==> src/rtl/core/lag_pkg.sv <==
// ----------------------------------------------------------------------------
// lag_pkg - shared types and constants for the life automaton grid
// Grid geometry, request codes, controller states, command/status words and
// the B3/S23 next-generation function for one grid row.
// ----------------------------------------------------------------------------
package lag_pkg;

	localparam int GRID_SIZE = 256;
	localparam int ADDR_W    = $clog2(GRID_SIZE);
	localparam int COORD_W   = 8;
	localparam int CNT_W     = 4;

	localparam logic [CNT_W-1:0] BIRTH_COUNT = CNT_W'(3);
	localparam logic [CNT_W-1:0] SURVIVE_MIN = CNT_W'(2);

	typedef logic [GRID_SIZE-1:0] row_t;
	typedef logic [ADDR_W-1:0]    addr_t;

	typedef enum logic [1:0] {
		REQ_WRITE   = 2'd0,
		REQ_READ    = 2'd1,
		REQ_ADVANCE = 2'd2,
		REQ_CLEAR   = 2'd3
	} req_e;

	typedef enum logic [3:0] {
		ST_IDLE,
		ST_WR_RD,
		ST_WR_WR,
		ST_CLR,
		ST_ADV_INIT,
		ST_ADV_CUR,
		ST_ADV_RD,
		ST_ADV_WR,
		ST_RD,
		ST_RESP
	} state_t;

	// controller -> datapath
	typedef struct packed {
		logic  capture;      // latch request word
		logic  rd_req;       // read cell and mark rows at request row
		logic  adv_rd_cur;   // read cell row at sweep row
		logic  adv_rd_next;  // read cell row below, mark row at sweep row
		logic  load_cur;     // sweep: take current row
		logic  adv_write;    // sweep: write new generation row
		logic  wr_cell;      // merge single-cell write
		logic  clear;        // drop both grids
		logic  load_out;     // load response register
		logic  first;        // sweep row is top row
		logic  last;         // sweep row is bottom row
		addr_t row;          // sweep row
	} cmd_t;

	// datapath -> controller
	typedef struct packed {
		logic out_free;
	} stat_t;

	// B3/S23 on one row; cells beyond the edges are dead
	function automatic row_t next_gen(row_t prev, row_t cur, row_t nxt);
		logic [GRID_SIZE+1:0] p;
		logic [GRID_SIZE+1:0] c;
		logic [GRID_SIZE+1:0] n;
		logic [CNT_W-1:0]     cnt;
		row_t                 res;
		p = {1'b0, prev, 1'b0};
		c = {1'b0, cur,  1'b0};
		n = {1'b0, nxt,  1'b0};
		res = '0;
		for (int i = 0; i < GRID_SIZE; i++) begin
			cnt = CNT_W'(p[i]) + CNT_W'(p[i+1]) + CNT_W'(p[i+2])
			    + CNT_W'(c[i]) + CNT_W'(c[i+2])
			    + CNT_W'(n[i]) + CNT_W'(n[i+1]) + CNT_W'(n[i+2]);
			res[i] = (cnt == BIRTH_COUNT) || (cur[i] && (cnt == SURVIVE_MIN));
		end
		return res;
	endfunction

endpackage

==> src/rtl/core/lag_ctrl.sv <==
// ----------------------------------------------------------------------------
// lag_ctrl - request sequencer
// Steps each request through its memory reads and writes, sweeps the grid
// row by row for an advance, and hands the result to the output register.
// ----------------------------------------------------------------------------
module lag_ctrl (
	input  logic            clk,
	input  logic            arst_n,
	input  logic            valid,
	output logic            ready,
	input  lag_pkg::req_e   req_type,
	input  lag_pkg::stat_t  stat,
	output lag_pkg::cmd_t   cmd
);
	import lag_pkg::*;

	state_t state_q;
	state_t state_nxt;
	addr_t  row_q;
	logic   accept;
	logic   last;

	assign ready  = (state_q == ST_IDLE);
	assign accept = valid && ready;
	assign last   = (row_q == ADDR_W'(GRID_SIZE - 1));

	always_ff @(posedge clk or negedge arst_n) begin
		if (!arst_n) begin
			state_q <= ST_IDLE;
			row_q   <= '0;
		end else begin
			state_q <= state_nxt;
			if (accept) begin
				row_q <= '0;
			end else if (state_q == ST_ADV_WR && !last) begin
				row_q <= row_q + 1'b1;
			end
		end
	end

	always_comb begin
		state_nxt = state_q;
		case (state_q)
			ST_IDLE: begin
				if (accept) begin
					case (req_type)
						REQ_WRITE:   state_nxt = ST_WR_RD;
						REQ_READ:    state_nxt = ST_RD;
						REQ_ADVANCE: state_nxt = ST_ADV_INIT;
						REQ_CLEAR:   state_nxt = ST_CLR;
						default:     state_nxt = ST_RD;
					endcase
				end
			end
			ST_WR_RD:    state_nxt = ST_WR_WR;
			ST_WR_WR:    state_nxt = ST_RD;
			ST_CLR:      state_nxt = ST_RD;
			ST_ADV_INIT: state_nxt = ST_ADV_CUR;
			ST_ADV_CUR:  state_nxt = ST_ADV_WR;
			ST_ADV_RD:   state_nxt = ST_ADV_WR;
			ST_ADV_WR:   state_nxt = last ? ST_RD : ST_ADV_RD;
			ST_RD:       state_nxt = ST_RESP;
			ST_RESP: begin
				if (stat.out_free) begin
					state_nxt = ST_IDLE;
				end
			end
			default:     state_nxt = ST_IDLE;
		endcase
	end

	always_comb begin
		cmd         = '0;
		cmd.capture = accept;
		cmd.row     = row_q;
		cmd.first   = (row_q == '0);
		cmd.last    = last;
		case (state_q)
			ST_WR_RD:    cmd.rd_req = 1'b1;
			ST_WR_WR:    cmd.wr_cell = 1'b1;
			ST_CLR:      cmd.clear = 1'b1;
			ST_ADV_INIT: cmd.adv_rd_cur = 1'b1;
			ST_ADV_CUR: begin
				cmd.load_cur    = 1'b1;
				cmd.adv_rd_next = 1'b1;
			end
			ST_ADV_RD:   cmd.adv_rd_next = 1'b1;
			ST_ADV_WR:   cmd.adv_write = 1'b1;
			ST_RD:       cmd.rd_req = 1'b1;
			ST_RESP:     cmd.load_out = stat.out_free;
			default:     cmd.capture = accept;
		endcase
	end

endmodule

==> config.mk <==
export PLATFORM = sky130hd
export DESIGN_NAME = lag_ctrl
export DESIGN_NICKNAME = d
export VERILOG_FILES = /design/src/rtl/core/lag_pkg.sv /design/src/rtl/core/lag_ctrl.sv
export SDC_FILE = /design/constraint.sdc
export NUM_CORES = 1
export LEC_CHECK = 0
export BUFFER_PORTS_ARGS = -buffer_cell sky130_fd_sc_hd__buf_2
export CAP_MARGIN = 20
export CORE_MARGIN = 5
export CORE_UTILIZATION = 56
export CTS_BUF_LIST = sky130_fd_sc_hd__clkbuf_4 sky130_fd_sc_hd__clkbuf_8
export CTS_CLUSTER_SIZE = 24
export DETAILED_ROUTE_END_ITERATION = 12
export HOLD_SLACK_MARGIN = 0.02
export PLACE_DENSITY = 0.92
export SLEW_MARGIN = 20
export SYNTH_ARGS = -nofsm -noshare
export SYNTH_HDL_FRONTEND = slang
export SYNTH_SLANG_ARGS = --single-unit
==> constraint.sdc <==
create_clock -name clk -period 3.69 [get_ports clk]
set_clock_uncertainty 0.15 [all_clocks]
set_input_delay 0.5535 -clock clk [delete_from_list [all_inputs] [get_ports clk]]
set_output_delay 0.5535 -clock clk [all_outputs]
set_load 0.02 [all_outputs]
==> flow_summary.yaml, run 1 <==
outcome:
  status: "completed"
route:
  drtIter0Drc: 17
  routedWlPerCell_um: 13.19
  num_vias: 793
  drc: 0
  wl_um: 1860
  drtPass1Iterations: 4
  viasPerCell: 5.624
  antenna_left: 0
timing:
  hold_viol: 0
  slew_viol_final: 0
  maxClockFrequency_mhz: 405.9
  relSlewSlack_pct: 73.43
  worst_pin_slew_ns: 0.3985
  rsz0062_at_grt: "false"
  finalSetupViolCount: 0
  fin_crit_ns: 2.464
  period_share_pct: 66.77
  tns_ns: 0
placed_design:
  dpl.hpwl_um: 1469
  port_buffers: 25
  gp_congestion: 0.7687
synthesis:
  muxShareOfSynthArea_pct: 4.769
  syn_inst: 102
  synthFlopType: "dfrtp_1"
  ys_seq_area_share_pct: 34.68
  synthAdderAreaFrac_pct: 7.225
  netlist_area_um2: 865.8
  synth_area_per_cell_um2: 8.489
  synth_top_family_by_area: "simple AND/OR/NAND/NOR gates"
  synth-compound-area-share_pct: 16.33
  synth_xor_xnor_area_share_pct: 3.035
  postSynth.asyncResetShare_pct: 100.0
  synthDistinctLibCells: 37
  ys_warn_count: 0
  yosys.area_share.simple_pct: 25.72
  synth_edf_count: 0
  ys_seq_elements: 12
  synthesis.nets: 113
global_route:
  groute.usage.overall_pct: 17.01
  grt_pass1_wl_um: 3298
  grt_overflow: 0
  grt_start_max_net_pins: 15
  grt_pass1_vias: 758
  antenna_found_initial: 0
clock_network:
  cts_resized: 0
  h-tree-depth: 1
  cts_tree: "built"
  root_buffer: "clkbuf_4"
  insertion_delay_ns: 0.27
  ctsHoldBuffers: 1
  clock-sinks: 12
  post_cts.repair.setup_buffers: 0
  cts_buffers: 3
  path_clk_slew_ns: 0.07
  cts.path.max_buffers: 2
worst_setup_path:
  crit_type: "register to primary output"
  crit_arrival_ns: 1.76
  crit_fanout: 4
  crit_path_end_kind: "primary output"
  cp-start-kind: "register"
  required_ns: 2.99
power:
  power.total_w: 0.0005456
  p_leak_nw: 0.5425
  powerDensity_nw_per_um2: 535.0
  irDropWorstVdd_v: 0.0004050
floorplanning:
  die_area_um2: 2432
  die_h_um: 49.32
  start_util_pct: 58.15
  io_pins: 26
  fp.coreArea_um2: 1489
  die_w_um: 49.32
  num_rows: 14
cells_and_area:
  layout-drive-gt1-share_pct: 26.40
  num-nets-final: 137
  antennaDiodeCount: 0
  area_delta_synth_final_pct: 17.77
job:
  maxCapViolations: 0
hold_path:
  hold_path.class: "primary input to register"
==> cells in the mapped netlist, drive strengths merged, types with 2 or more instances <==
library cell,instances,area share [%]
o21ai,4,3.6
o21a,2,1.7
a21oi,6,3.5
xnor2,3,3.0
nand2b,3,2.2
or3,3,2.2
nand3,2,1.2
ha,5,7.2
buf,5,3.5
nor3,5,2.9
clkbuf,2,0.87
nand2,6,2.6
inv,9,3.9
dfrtp,12,35
nor2b,2,1.4
nor2,11,4.8
mux2i,3,3.5
o211ai,2,2.3
nor4,3,2.2
==> sequential cells by signal (all words and copies together) (netlist names) <==
name and count:
row_q 8, state_q 4
==> worst max-delay path: stages, from the launching register on <==
cell and delay (ns):
dfrtp_1 0.41, inv_1 0.11, ha_1 0.16, or4b_1 0.42, nor4_1 0.18, buf_2 0.21
==> worst paths after layout <==
check | from | depth (start not counted) | end | slack [ns]
max in group asynchronous | arst_n | 2 | state_q[2] | 2.64
min in group asynchronous | arst_n | 2 | state_q[1] | 0.54
hold reg to reg | row_q[4] | 1 | row_q[4] | 0.40
setup / recovery | row_q[0] | 5 | cmd[9] | 1.23
hold / removal | stat | 2 | state_q[3] | 0.34
setup reg to reg | state_q[0] | 4 | row_q[6] | 1.80
==> cells in the final DEF, fill, tap and decap left out, types with 3 or more instances in the layout <==
cell type,Yosys,layout
dfrtp_1,12,12
nand2_1,6,6
nand2b_1,3,3
or3_1,3,3
ha_1,5,5
a21oi_1,6,6
inv_1,8,8
nor3_1,5,5
nor2_1,11,11
xnor2_1,3,3
buf_2,0,25
nor4_1,3,3
mux2i_1,3,3
o21ai_1,3,3
clkbuf_4,0,3
==> logic make-up (layout without fill, tap and decap cells) <==
| family | Yosys count | in the layout |
|---|---|---|
| compound gates | 20 | 20 |
| xor+xnor | 3 | 3 |
| fa+ha+maj | 5 | 5 |
| buf+inv | 16 | 39 |
| flops | 12 | 12 |
| mux | 4 | 4 |
| simple gates | 42 | 42 |
==> through the flow <==
stage | hold WS, ns | instances | area [um^2] | setup WS [ns] | util (%)
final | 0.3400 | 141 | 1020 | 1.226 | 68.49
after global routing | 0.3306 | 141 | 1020 | 1.070 | 68.49
after CTS | 0.3355 | 141 | 1020 | 1.216 | 68.49
after detailed placement | 0.2963 | 136 | 973.4 | 1.514 | 65.38
after global placement | 0.2929 | 136 | 973.4 | 1.609 | 65.38
after floorplan | 0.1079 | 102 | 865.8 | 1.232 | -
==> report_power, final <==
group	total [W]	internal [W]	leakage [nW]	switching, W
registers	0.000203	0.000149	0.164	0.0000537
logic	0.000241	0.000104	0.358	0.000136
clock network	0.000102	0.0000599	0.0210	0.0000420
total	0.000546	0.000313	0.542	0.000232
==> layout make-up <==
cell class / count / area (um^2)
multi-input combinational: 74 / 494.2
clock buffer: 4 / 36.28
tap: 16 / 20.02
timing repair buffer: 26 / 135.1
fill: 116 / 469.2
inverter: 9 / 33.78
sequential: 12 / 300.3
==> routing by layer <==
metal | vias up | GRT usage [%] | part of all wire (%)
met5 | - | 0 | 0
met4 | 0 | 4.484 | 1.2
met3 | 4 | 6.422 | 5.6
met2 | 21 | 25.97 | 49
met1 | 373 | 22.31 | 44
li1 | 395 | - | -
Power figures use the tool's default switching activity.
==> run 2: changes to the inputs <==
CORE_UTILIZATION = 47   (was 56)
PLACE_DENSITY = 0.83   (was 0.92)
clock period = 2.2 ns   (was 3.69 ns; I/O delays follow)
==> flow_summary.yaml, run 2 (same netlist as run 1, synthesis figures left out) <==
worst_setup_path:
  r2r-end: "row_q[4]"
  cp-start-kind: "register"
  setup.worst_path.end: "cmd[9]"
  rrSetupSlack_ns: 0.37
  reg2reg_from: "row_q[0]"
  crit_arrival_ns: 1.65
  reg2reg_depth: 6
  required_ns: 1.72
  crit_start: "row_q[1]"
  crit_path_end_kind: "primary output"
  crit_type: "register to primary output"
  crit_fanout: 2
route:
  drtIter0Drc: 8
  wl_um: 2051
  routedWlPerCell_um: 13.15
  viasPerCell: 5.263
  antenna_left: 0
  num_vias: 821
  drc: 0
  drtPass1Iterations: 4
timing:
  relSlewSlack_pct: 77.35
  postLayoutSetupSlackWorst_ns: 0.06557
  maxClockFrequency_mhz: 468.5
  worst_pin_slew_ns: 0.3367
  slew_viol_final: 0
  rsz0062_at_grt: "false"
  fin_crit_ns: 2.134
  period_share_pct: 97.02
  hold_viol: 0
  tns_ns: 0
  finalSetupViolCount: 0
clock_network:
  cts_tree: "built"
  clock-sinks: 12
  path_clk_slew_ns: 0.07
  cts.path.max_buffers: 2
  root_buffer: "clkbuf_4"
  insertion_delay_ns: 0.27
  cts_buffers: 3
  h-tree-depth: 1
cells_and_area:
  layout-drive-gt1-share_pct: 32.82
  area.sequential_um2: 300.3
  n_fill_cell: 145
  num-nets-final: 143
  fin_cells: 156
  multi_input_area_um2: 519.2
  regMostFlops: "row_q"
  largest_reg_flops: 8
  reg_top3: "row_q x8, state_q x4"
  layout_common_cells: "buf_2 (24), dfrtp_1 (12), nor2_1 (11)"
  area_delta_synth_final_pct: 27.46
  antennaDiodeCount: 0
  layout_commonest_cell: "buf_2"
placed_design:
  gp_congestion: 0.8311
  dpl.hpwl_um: 1542
  dp.cells: 149
  pre_cts_ws_ns: 0.3053
  port_buffers: 25
hold_path:
  hold_path.class: "primary input to register"
power:
  p_switching_w: 0.0004163
  power.total_w: 0.0009928
  p_int_w: 0.0005765
  p_clk_share_pct: 17.6
  p_leak_nw: 0.5836
  power_frac_comb_pct: 52.8
  seq_power_share_pct: 29.6
  sw_frac_of_total_pct: 41.94
  irDropWorstVdd_v: 0.0005343
  powerDensity_nw_per_um2: 899.6
floorplanning:
  num_rows: 15
  start_util_pct: 49.61
  die_area_um2: 2801
  die_w_um: 52.92
  die_h_um: 52.92
  fp.coreArea_um2: 1745
  io_pins: 26
global_route:
  grt_start_max_net_pins: 13
  grt_pass1_wl_um: 3332
  grt_overflow: 0
  groute.usage.overall_pct: 16.00
  met1_usage_pct: 19.44
  met3_usage_pct: 4.225
  use_met2_pct: 28.31
  antenna_found_initial: 0
  grt_pass1_vias: 804
  busiest_layer: "met2"
job:
  maxCapViolations: 0
outcome:
  status: "completed"
## run 2: worst min path at each step
| stage | start | endpoint | slack [ns] | cells after the start |
|---|---|---|---|---|
| 2_1_floorplan | arst_n | row_q[0] | -0.12 | 0 |
| 3_3_place_gp | arst_n | row_q[7] | 0.07 | 1 |
| 3_5_place_dp | arst_n | row_q[7] | 0.07 | 1 |
| 4_1_cts | stat | state_q[3] | 0.1 | 2 |
| 5_1_grt | stat | state_q[3] | 0.11 | 2 |
| 6_report | stat | state_q[3] | 0.11 | 2 |
## run 2: area by class of cell
class	instances	share of cell area (%)
Clock buffer	4	3.288
Timing Repair Buffer	32	16.55
Inverter	9	3.061
Multi-Input combinational cell	74	47.05
Tap cell	25	2.834
Sequential cell	12	27.21
## run 2: power groups by stage
stage,clock network [W],registers [W],logic [W]
after floorplan,0,0.000285,0.000363
after global placement,0,0.000289,0.000487
after detailed placement,0,0.000294,0.000500
after CTS,0.000180,0.000289,0.000506
after global routing,0.000188,0.000299,0.000583
final,0.000175,0.000294,0.000524
## run 2: worst max-delay path, cell delays in order (launching register included)
cell	delay [ns]
dfrtp_1	0.40
inv_1	0.08
ha_1	0.13
or4b_4	0.47
nor4_4	0.13
buf_4	0.17
## run 2: repair_timing
action,in CTS,in global routing
setup buffers,0,2
endpoints found under the hold margin,12,0
setup endpoints to repair,1,2
gates resized for setup,1,4
hold buffers,1,0
pin swaps,0,0
## run 2: through the flow
step / area [um^2] / util [%] / hold WS (ns)
2_1_floorplan: 872.1 / - / -0.1156
3_3_place_gp: 1021 / 58.49 / 0.06697
3_5_place_dp: 1021 / 58.49 / 0.06879
4_1_cts: 1070 / 61.29 / 0.09883
5_1_grt: 1104 / 63.23 / 0.1093
6_report: 1104 / 63.23 / 0.1112
## run 2: per-layer routing
layer | share of wire, % | up-vias | routed length [um]
met1 | 42 | 386 | 869
met3 | 4.6 | 2 | 94
met5 | 0 | - | 0
met2 | 53 | 21 | 1078
met4 | 0.39 | 0 | 8
li1 | - | 412 | -
